<file path="src/rtl/fpd_pkg.sv">
package fpd_pkg;

    typedef enum logic [9:0] {
        ST_IDLE  = 10'b00_0000_0001,
        ST_INIT  = 10'b00_0000_0010,
        ST_CMP   = 10'b00_0000_0100,
        ST_SUBW  = 10'b00_0000_1000,
        ST_DIV   = 10'b00_0001_0000,
        ST_SNAP  = 10'b00_0010_0000,
        ST_SKIP  = 10'b00_0100_0000,
        ST_DWAIT = 10'b00_1000_0000,
        ST_EMIT  = 10'b01_0000_0000,
        ST_ADV   = 10'b10_0000_0000
    } t_state;

    typedef enum logic {
        ALU_ADD = 1'b0,
        ALU_SUB = 1'b1
    } t_alu_op;

    localparam logic CFG_INTERVAL = 1'b0;
    localparam logic CFG_DROP     = 1'b1;

    localparam logic ACT_PULL  = 1'b0;
    localparam logic ACT_RESET = 1'b1;

    localparam int IV_BITS   = 32;
    localparam int SEQ_BITS  = 32;
    localparam int WAIT_BITS = 32;
    localparam int NOW_BITS  = 48;

endpackage

</file>
<file path="src/rtl/fpd_in_if.sv">
interface fpd_in_if;
    logic                          valid;
    logic                          ready;
    logic                          action;
    logic [fpd_pkg::NOW_BITS-1:0]  now_us;

    modport source (output valid, output action, output now_us, input ready);
    modport sink   (input valid, input action, input now_us, output ready);
endinterface

</file>
<file path="src/rtl/fpd_out_if.sv">
interface fpd_out_if;
    logic                          valid;
    logic                          ready;
    logic [fpd_pkg::WAIT_BITS-1:0] wait_us;
    logic [fpd_pkg::NOW_BITS-1:0]  emit_time_us;
    logic [fpd_pkg::SEQ_BITS-1:0]  frame_seq;

    modport source (output valid, output wait_us, output emit_time_us, output frame_seq,
                    input ready);
    modport sink   (input valid, input wait_us, input emit_time_us, input frame_seq,
                    output ready);
endinterface

</file>
<file path="src/rtl/frame_pacer_with_drop.sv">
// channel   dir  payload                              transfer when
// i_in_ch   in   action, now_us                       valid && ready
// o_out_ch  out  wait_us, emit_time_us, frame_seq     valid && ready
// cfg       in   i_cfg_idx, i_cfg_data                i_cfg_we
//
// reset item: no result; the first pull after a reset item also passes through ST_INIT
// early pull: CMP, SUBW, EMIT, ADV; unpaced late pull: CMP, EMIT, ADV; late pull: CMP, DIV,
// SNAP, EMIT, ADV, with SKIP and DWAIT after SNAP in drop mode; DIV is a restoring divider, one quotient bit a cycle
// result sits in an output register, the next item is taken while it waits
// a full output register holds the sequencer in its last step
// i_rst_n is synchronous and clears state, output valid, config, schedule and sequence
module frame_pacer_with_drop #(
    parameter int TIME_BITS = 48
) (
    input  logic                          i_clk,
    input  logic                          i_rst_n,
    input  logic                          i_cfg_we,
    input  logic                          i_cfg_idx,
    input  logic [fpd_pkg::IV_BITS-1:0]   i_cfg_data,
    fpd_in_if.sink                        i_in_ch,
    fpd_out_if.source                     o_out_ch
);

    localparam int TW = (TIME_BITS + 2 > 64) ? 64 : TIME_BITS + 2;
    localparam int UW = TW + 1;
    localparam int CW = $clog2(TIME_BITS);
    localparam logic [TW-1:0]        NEXT_MAX  = '1;
    localparam logic [TIME_BITS-1:0] TIME_MASK = '1;

    fpd_pkg::t_state                 r_state, n_state;
    logic                            r_started, n_started;
    logic [TW-1:0]                   r_tick, n_tick;
    logic [fpd_pkg::SEQ_BITS-1:0]    r_seq, n_seq;
    logic [fpd_pkg::IV_BITS-1:0]     r_iv;
    logic                            r_drop;
    logic [TIME_BITS-1:0]            r_now, n_now;
    logic [TIME_BITS-1:0]            r_quo, n_quo;
    logic [fpd_pkg::IV_BITS-1:0]     r_rem, n_rem;
    logic [CW-1:0]                   r_cnt, n_cnt;
    logic [TW-1:0]                   r_wait, n_wait;
    logic [TIME_BITS-1:0]            r_emit, n_emit;
    logic                            r_out_valid, n_out_valid;
    logic [fpd_pkg::WAIT_BITS-1:0]   r_out_wait, n_out_wait;
    logic [fpd_pkg::NOW_BITS-1:0]    r_out_emit, n_out_emit;
    logic [fpd_pkg::SEQ_BITS-1:0]    r_out_seq, n_out_seq;

    fpd_pkg::t_alu_op                alu_op;
    logic [UW-1:0]                   alu_a, alu_b, alu_s;
    logic [fpd_pkg::IV_BITS:0]       div_shift;
    logic [fpd_pkg::WAIT_BITS-1:0]   wait_clamp;
    logic [TW-1:0]                   tick_sat;
    logic                            in_xfer, out_free;

    fpd_addsub #(.W(UW)) u_alu (
        .i_op (alu_op),
        .i_a  (alu_a),
        .i_b  (alu_b),
        .o_s  (alu_s)
    );

    assign in_xfer    = i_in_ch.valid && i_in_ch.ready;
    assign out_free   = !r_out_valid || o_out_ch.ready;
    assign div_shift  = {r_rem, r_quo[TIME_BITS-1]};
    assign wait_clamp = (|r_wait[TW-1:fpd_pkg::WAIT_BITS]) ? '1
                                                           : r_wait[fpd_pkg::WAIT_BITS-1:0];
    assign tick_sat   = alu_s[UW-1] ? NEXT_MAX : alu_s[TW-1:0];

    assign i_in_ch.ready         = (r_state == fpd_pkg::ST_IDLE);
    assign o_out_ch.valid        = r_out_valid;
    assign o_out_ch.wait_us      = r_out_wait;
    assign o_out_ch.emit_time_us = r_out_emit;
    assign o_out_ch.frame_seq    = r_out_seq;

    // shared adder operand select
    always_comb begin
        alu_op = fpd_pkg::ALU_ADD;
        alu_a  = UW'(r_tick);
        alu_b  = UW'(r_iv);
        unique case (r_state)
            fpd_pkg::ST_INIT: begin
                alu_a = UW'(r_now);
            end
            fpd_pkg::ST_CMP: begin
                alu_op = fpd_pkg::ALU_SUB;
                alu_a  = UW'(r_now);
                alu_b  = UW'(r_tick);
            end
            fpd_pkg::ST_SUBW, fpd_pkg::ST_DWAIT: begin
                alu_op = fpd_pkg::ALU_SUB;
                alu_b  = UW'(r_now);
            end
            fpd_pkg::ST_DIV: begin
                alu_op = fpd_pkg::ALU_SUB;
                alu_a  = UW'(div_shift);
            end
            fpd_pkg::ST_SNAP: begin
                alu_op = fpd_pkg::ALU_SUB;
                alu_a  = UW'(r_now);
                alu_b  = UW'(r_rem);
            end
            fpd_pkg::ST_EMIT: begin
                alu_a = UW'(r_now);
                alu_b = UW'(wait_clamp);
            end
            default: begin
                alu_op = fpd_pkg::ALU_ADD;
            end
        endcase
    end

    // sequencer
    always_comb begin
        n_state     = r_state;
        n_started   = r_started;
        n_tick      = r_tick;
        n_seq       = r_seq;
        n_now       = r_now;
        n_quo       = r_quo;
        n_rem       = r_rem;
        n_cnt       = r_cnt;
        n_wait      = r_wait;
        n_emit      = r_emit;
        n_out_valid = r_out_valid && !o_out_ch.ready;
        n_out_wait  = r_out_wait;
        n_out_emit  = r_out_emit;
        n_out_seq   = r_out_seq;
        unique case (r_state)
            fpd_pkg::ST_IDLE: begin
                if (in_xfer) begin
                    if (i_in_ch.action == fpd_pkg::ACT_RESET) begin
                        n_started = 1'b0;
                        n_tick    = '0;
                        n_seq     = '0;
                    end else begin
                        n_now   = TIME_BITS'(i_in_ch.now_us);
                        n_state = r_started ? fpd_pkg::ST_CMP : fpd_pkg::ST_INIT;
                    end
                end
            end
            fpd_pkg::ST_INIT: begin
                n_tick    = tick_sat;
                n_started = 1'b1;
                n_state   = fpd_pkg::ST_CMP;
            end
            fpd_pkg::ST_CMP: begin
                if (alu_s[UW-1]) begin
                    n_state = fpd_pkg::ST_SUBW;
                end else if (r_iv == '0) begin
                    n_wait  = '0;
                    n_state = fpd_pkg::ST_EMIT;
                end else begin
                    n_quo   = alu_s[TIME_BITS-1:0];
                    n_rem   = '0;
                    n_cnt   = CW'(TIME_BITS - 1);
                    n_state = fpd_pkg::ST_DIV;
                end
            end
            fpd_pkg::ST_SUBW: begin
                n_wait  = alu_s[TW-1:0];
                n_state = fpd_pkg::ST_EMIT;
            end
            fpd_pkg::ST_DIV: begin
                n_rem = alu_s[UW-1] ? div_shift[fpd_pkg::IV_BITS-1:0]
                                    : alu_s[fpd_pkg::IV_BITS-1:0];
                n_quo = {r_quo[TIME_BITS-2:0], ~alu_s[UW-1]};
                n_cnt = r_cnt - 1'b1;
                if (r_cnt == '0) begin
                    n_state = fpd_pkg::ST_SNAP;
                end
            end
            fpd_pkg::ST_SNAP: begin
                // last boundary at or before now
                n_tick = alu_s[TW-1:0];
                if (r_drop) begin
                    n_state = fpd_pkg::ST_SKIP;
                end else begin
                    n_wait  = '0;
                    n_state = fpd_pkg::ST_EMIT;
                end
            end
            fpd_pkg::ST_SKIP: begin
                n_tick  = tick_sat;
                n_seq   = r_seq + r_quo[fpd_pkg::SEQ_BITS-1:0] + 1'b1;
                n_state = fpd_pkg::ST_DWAIT;
            end
            fpd_pkg::ST_DWAIT: begin
                n_wait  = alu_s[TW-1:0];
                n_state = fpd_pkg::ST_EMIT;
            end
            fpd_pkg::ST_EMIT: begin
                n_emit  = (|alu_s[UW-1:TIME_BITS]) ? TIME_MASK : alu_s[TIME_BITS-1:0];
                n_state = fpd_pkg::ST_ADV;
            end
            fpd_pkg::ST_ADV: begin
                if (out_free) begin
                    n_tick      = tick_sat;
                    n_seq       = r_seq + 1'b1;
                    n_out_valid = 1'b1;
                    n_out_wait  = wait_clamp;
                    n_out_emit  = fpd_pkg::NOW_BITS'(r_emit);
                    n_out_seq   = r_seq;
                    n_state     = fpd_pkg::ST_IDLE;
                end
            end
            default: begin
                n_state = fpd_pkg::ST_IDLE;
            end
        endcase
    end

    always_ff @(posedge i_clk) begin
        if (!i_rst_n) begin
            r_state     <= fpd_pkg::ST_IDLE;
            r_started   <= 1'b0;
            r_tick      <= '0;
            r_seq       <= '0;
            r_out_valid <= 1'b0;
        end else begin
            r_state     <= n_state;
            r_started   <= n_started;
            r_tick      <= n_tick;
            r_seq       <= n_seq;
            r_out_valid <= n_out_valid;
        end
    end

    always_ff @(posedge i_clk) begin
        r_now      <= n_now;
        r_quo      <= n_quo;
        r_rem      <= n_rem;
        r_cnt      <= n_cnt;
        r_wait     <= n_wait;
        r_emit     <= n_emit;
        r_out_wait <= n_out_wait;
        r_out_emit <= n_out_emit;
        r_out_seq  <= n_out_seq;
    end

    always_ff @(posedge i_clk) begin
        if (!i_rst_n) begin
            r_iv   <= '0;
            r_drop <= 1'b0;
        end else if (i_cfg_we) begin
            unique case (i_cfg_idx)
                fpd_pkg::CFG_INTERVAL: r_iv   <= i_cfg_data;
                fpd_pkg::CFG_DROP:     r_drop <= i_cfg_data[0];
                default:               r_drop <= r_drop;
            endcase
        end
    end

endmodule

</file>
<file path="src/rtl/fpd_addsub.sv">
module fpd_addsub #(
    parameter int W = 51
) (
    input  fpd_pkg::t_alu_op i_op,
    input  logic [W-1:0]     i_a,
    input  logic [W-1:0]     i_b,
    output logic [W-1:0]     o_s
);

    always_comb begin
        unique case (i_op)
            fpd_pkg::ALU_ADD: o_s = i_a + i_b;
            fpd_pkg::ALU_SUB: o_s = i_a - i_b;
            default:          o_s = i_a + i_b;
        endcase
    end

endmodule

</file>
<file path="src/flat_wrapper.sv">
// flat-port wrapper written by rule: the top's interface ports become plain ports
module frame_pacer_with_drop_flat 
#(
    parameter int TIME_BITS = 48
)
  (i_clk, i_rst_n, i_cfg_we, i_cfg_idx, i_cfg_data, i_in_ch_valid, i_in_ch_action, i_in_ch_now_us, i_in_ch_ready, o_out_ch_valid, o_out_ch_wait_us, o_out_ch_emit_time_us, o_out_ch_frame_seq, o_out_ch_ready);
  fpd_in_if i_in_ch_i ();
  fpd_out_if o_out_ch_i ();
  input  logic i_clk;
  input  logic i_rst_n;
  input  logic i_cfg_we;
  input  logic i_cfg_idx;
  input  logic [fpd_pkg::IV_BITS-1:0] i_cfg_data;
  input wire logic [$bits(i_in_ch_i.valid)-1:0] i_in_ch_valid;
  input wire logic [$bits(i_in_ch_i.action)-1:0] i_in_ch_action;
  input wire logic [$bits(i_in_ch_i.now_us)-1:0] i_in_ch_now_us;
  output wire logic [$bits(i_in_ch_i.ready)-1:0] i_in_ch_ready;
  output wire logic [$bits(o_out_ch_i.valid)-1:0] o_out_ch_valid;
  output wire logic [$bits(o_out_ch_i.wait_us)-1:0] o_out_ch_wait_us;
  output wire logic [$bits(o_out_ch_i.emit_time_us)-1:0] o_out_ch_emit_time_us;
  output wire logic [$bits(o_out_ch_i.frame_seq)-1:0] o_out_ch_frame_seq;
  input wire logic [$bits(o_out_ch_i.ready)-1:0] o_out_ch_ready;
  assign i_in_ch_i.valid = i_in_ch_valid;
  assign i_in_ch_i.action = i_in_ch_action;
  assign i_in_ch_i.now_us = i_in_ch_now_us;
  assign i_in_ch_ready = i_in_ch_i.ready;
  assign o_out_ch_valid = o_out_ch_i.valid;
  assign o_out_ch_wait_us = o_out_ch_i.wait_us;
  assign o_out_ch_emit_time_us = o_out_ch_i.emit_time_us;
  assign o_out_ch_frame_seq = o_out_ch_i.frame_seq;
  assign o_out_ch_i.ready = o_out_ch_ready;
  frame_pacer_with_drop #(.TIME_BITS(TIME_BITS)) u_core (.i_clk(i_clk), .i_rst_n(i_rst_n), .i_cfg_we(i_cfg_we), .i_cfg_idx(i_cfg_idx), .i_cfg_data(i_cfg_data), .i_in_ch(i_in_ch_i), .o_out_ch(o_out_ch_i));
endmodule
</file>
<file path="config.mk">
export PLATFORM = sky130hd
export DESIGN_NAME = frame_pacer_with_drop_flat
export DESIGN_NICKNAME = d
export VERILOG_FILES = /design/src/rtl/fpd_pkg.sv /design/src/rtl/fpd_in_if.sv /design/src/rtl/fpd_out_if.sv /design/src/rtl/frame_pacer_with_drop.sv /design/src/rtl/fpd_addsub.sv /design/src/flat_wrapper.sv
export SDC_FILE = /design/constraint.sdc
export NUM_CORES = 1
export LEC_CHECK = 0
export BUFFER_PORTS_ARGS = -buffer_cell sky130_fd_sc_hd__buf_4
export CAP_MARGIN = 20
export CORE_MARGIN = 2
export CORE_UTILIZATION = 35
export DETAILED_ROUTE_END_ITERATION = 8
export PLACE_DENSITY = 0.59
export SLEW_MARGIN = 15
export SYNTH_ARGS = -nofsm -noshare
export SYNTH_HDL_FRONTEND = slang
export SYNTH_HIERARCHICAL = 1
export SYNTH_SLANG_ARGS = --single-unit
</file>
<file path="constraint.sdc">
create_clock -name i_clk -period 14.03 [get_ports i_clk]
set_input_delay 3.5075 -clock i_clk [delete_from_list [all_inputs] [get_ports i_clk]]
set_output_delay 3.5075 -clock i_clk [all_outputs]
set_load 0.005 [all_outputs]
</file>
==> metrics <==
Post-synth EDFFs 344; Layout area overhead 16.14%; combinational family with the most area after synthesis simple AND/OR/NAND/NOR gates; fmax 97.20 MHz; most numerous cell in the Yosys netlist nand2_1; Worst Hold End u_core/o_out_ch.emit_time_us[11]; Max-cap violations 0; DRC viols 0; Avg Cell Area, Syn 9.756 um^2; Vias/cell 5.581; status complete, no violations; Initial Utilization 0.3522; Post-Synth XOR/XNOR Area 0.03890; Crit Path Category reg -> reg; largest cells by area after synthesis edfxtp_1 40%, dfxtp_1 9.7%, nand2_1 6.8%; Worst setup EP type register; Die ar. 76730 um^2; yosys warns 6; VDD IR max 0.08269 mV; total gr overflow 0; DPL Wire Length 58290 um; top cell type's share of synthesized area 0.3960; row cnt 100; setup slack after layout 3742 ps; Placed Area 28510 um^2; relative slew slack 0.1911; drt pass-1 iters 6; H-tree levels 2; Num CTS Buffers 52; crit-path leading delay family simple AND/OR/NAND/NOR gates; Post-synth top cells 476 x nand2_1, 344 x edfxtp_1, 181 x nor2_1; setup bufs post-CTS 0; Critical Path Start Type register; CTS Root Cell clkbuf_16; Hold Path Origin u_core/r_emit[11]; initial antenna violation count 1; routed via count 21.28k; fill cell count 7278; Reg-to-Reg Start u_core/r_state[5]; GP Congestion 0.9465; final hold violations 0; Longest Clk Path Bufs 3; worst hold path depth 0; sequential element share of the synthesized area 0.4935; CP max FO 66; Final Setup Violations 0; Clock Skews 31.57 ps; DIE WIDTH 277.0 um; reg2reg path depth 27; core area 74070 um^2; Max Slew Vio Count 0; ys flop type edfxtp_1; CTS tree built; Port-buffer cells 200; Place WS 3880 ps; share of post-route cells with drive strength above 1 0.1421; leak pwr 0.01111 uW; reg2reg setup slack 3740 ps; Tmin final 10290 ps; PD cells 112.6 nW/um^2; slowest CP cell nor4b_4; Post-CTS Hold Buffers 0; library cells used by synthesis 97; Synth Area in Simple Gates 0.2059; GRT Total Usage 0.2107; Antenna diodes 0; clk slew on worst S/H paths 60 ps; Yosys top cell by area edfxtp_1; first-pass GRT wire length 125900 um; Total Neg Setup Slack 0 ps; largest net degree at the start of global routing 101; post-cts resize count 0; WP data arrival 10530 ps; Synth Area in Compound Gates 0.1579; met2 usage 0.3324; HP Class reg -> reg; Post-Synthesis Cells 2674; drt wl/cell 21.75 um; Adder-Cell Fraction of Synth Area 0.04230; clock sink count 471; drt first-iter violations 2238; Nets 2975; CP Data Required Time 14270 ps; setup repair after global routing missed its margin false; Mapped Area 26090 um^2; Worst-Margin Slew 1213 ps; I/O pin cnt 201; Design Area, Final 30300 um^2; global route hottest layer met2; worst skew pair latency 620 ps; GR Util met3 0.03594; FF-to-FF End u_core/r_wait[16]; Async SR Flop Fraction 0; grt met1 use 0.2987; Tcrit/Tclk final 0.7333; post-route ant nets 0; max incr delay on CP 890 ps; post-synthesis mux area share 0.02969; total power 3410 uW; die height 277.0 um; Post-Route WL 82920 um; flops & latches, synth 471; Worst Path Buf+Inv 3; vias in the first global route 20.64k
-- worst max-delay path by stage --
stage,startpoint,to,slack (ps),cells after the start
after floorplan,u_core/r_state[9],u_core/r_cnt[0],820,29
after global placement,u_core/r_state[5],u_core/r_quo[37],3630,26
after detailed placement,u_core/r_state[5],u_core/r_wait[16],3880,27
after CTS,u_core/r_state[5],u_core/r_wait[21],3820,27
after global routing,u_core/r_state[5],u_core/r_wait[21],3040,27
final,u_core/r_state[5],u_core/r_wait[16],3740,27
-- layer usage --
| layer | wire length, um | share of wire | vias up |
|---|---|---|---|
| li1 | - | - | 10020 |
| met1 | 38020 | 0.46 | 10330 |
| met2 | 37480 | 0.45 | 820 |
| met3 | 5570 | 0.067 | 113 |
| met4 | 1853 | 0.022 | 0 |
| met5 | 0 | 0 | - |
-- cell families after synthesis --
group / Yosys count
buffers and inverters: 200
adder cells (fa/ha/maj): 87
XOR/XNOR: 115
AO/OA/AOI/OAI: 625
multiplexers: 73
AND/OR/NAND/NOR: 1102
flip-flops: 471
other: 1
-- through the flow --
step / cells / utilization / hold slack [ps]
finish: 3813 / 0.4090 / 415.5
global route: 3813 / 0.4090 / 418.9
CTS: 3813 / 0.4089 / 417.5
detailed placement: 3716 / 0.3848 / 404.5
global placement: 3714 / 0.3840 / 406.1
floorplan: 2675 / - / 400.3
-- cells in the final DEF (no fill, tap or decap), types with 33 or more instances in the layout --
cell       synthesis  routed
edfxtp_1         344     344
a211oi_1          60      60
and2_1            70      69
ha_1              85      85
a22oi_1           60      60
mux2_2            35      35
dfxtp_1          127     127
nand3_1           34      33
nor3_1            82      81
nand2_1          476     476
mux2i_1           38      38
xnor2_1           90      89
inv_1             39      38
nand2b_1          90      88
a21oi_1          171     171
o21ai_0           94      93
clkbuf_16          0      53
buf_4              5     230
nor2_1           181     181
a31oi_1           52      52
a21o_1            36      36
-- registers in the layout, summed over array words and instances, names as in the netlist --
| register | cells |
|---|---|
| u_core/r_rem | 32 |
| u_core/r_state | 10 |
| u_core/r_seq | 32 |
| u_core/r_cnt | 6 |
| u_core/r_started | 1 |
| u_core/r_emit | 48 |
| u_core/o_out_ch.valid | 1 |
| u_core/r_wait | 50 |
| u_core/o_out_ch.wait_us | 32 |
| u_core/o_out_ch.frame_seq | 32 |
| u_core/r_quo | 48 |
| u_core/r_iv | 32 |
| u_core/r_now | 48 |
| u_core/r_drop | 1 |
| u_core/o_out_ch.emit_time_us | 48 |
| u_core/r_tick | 50 |
-- final cells by class --
class / count / area [um^2] / area share
tap: 969 / 1212 / 0.04002
sequential: 471 / 12870 / 0.4249
inverter: 40 / 153.9 / 0.005080
clock inverter: 16 / 240.2 / 0.007930
multi-input combinational: 2004 / 12490 / 0.4124
timing repair buffer: 232 / 1782 / 0.05881
clock buffer: 81 / 1541 / 0.05088
-- power breakdown --
group | switching (uW) | internal, uW | leakage (uW)
sequential | 17.4 | 1520 | 0.00409
clock | 577 | 850 | 0.000868
combinational | 292 | 157 | 0.00615
(Power assumes the default switching activity.)
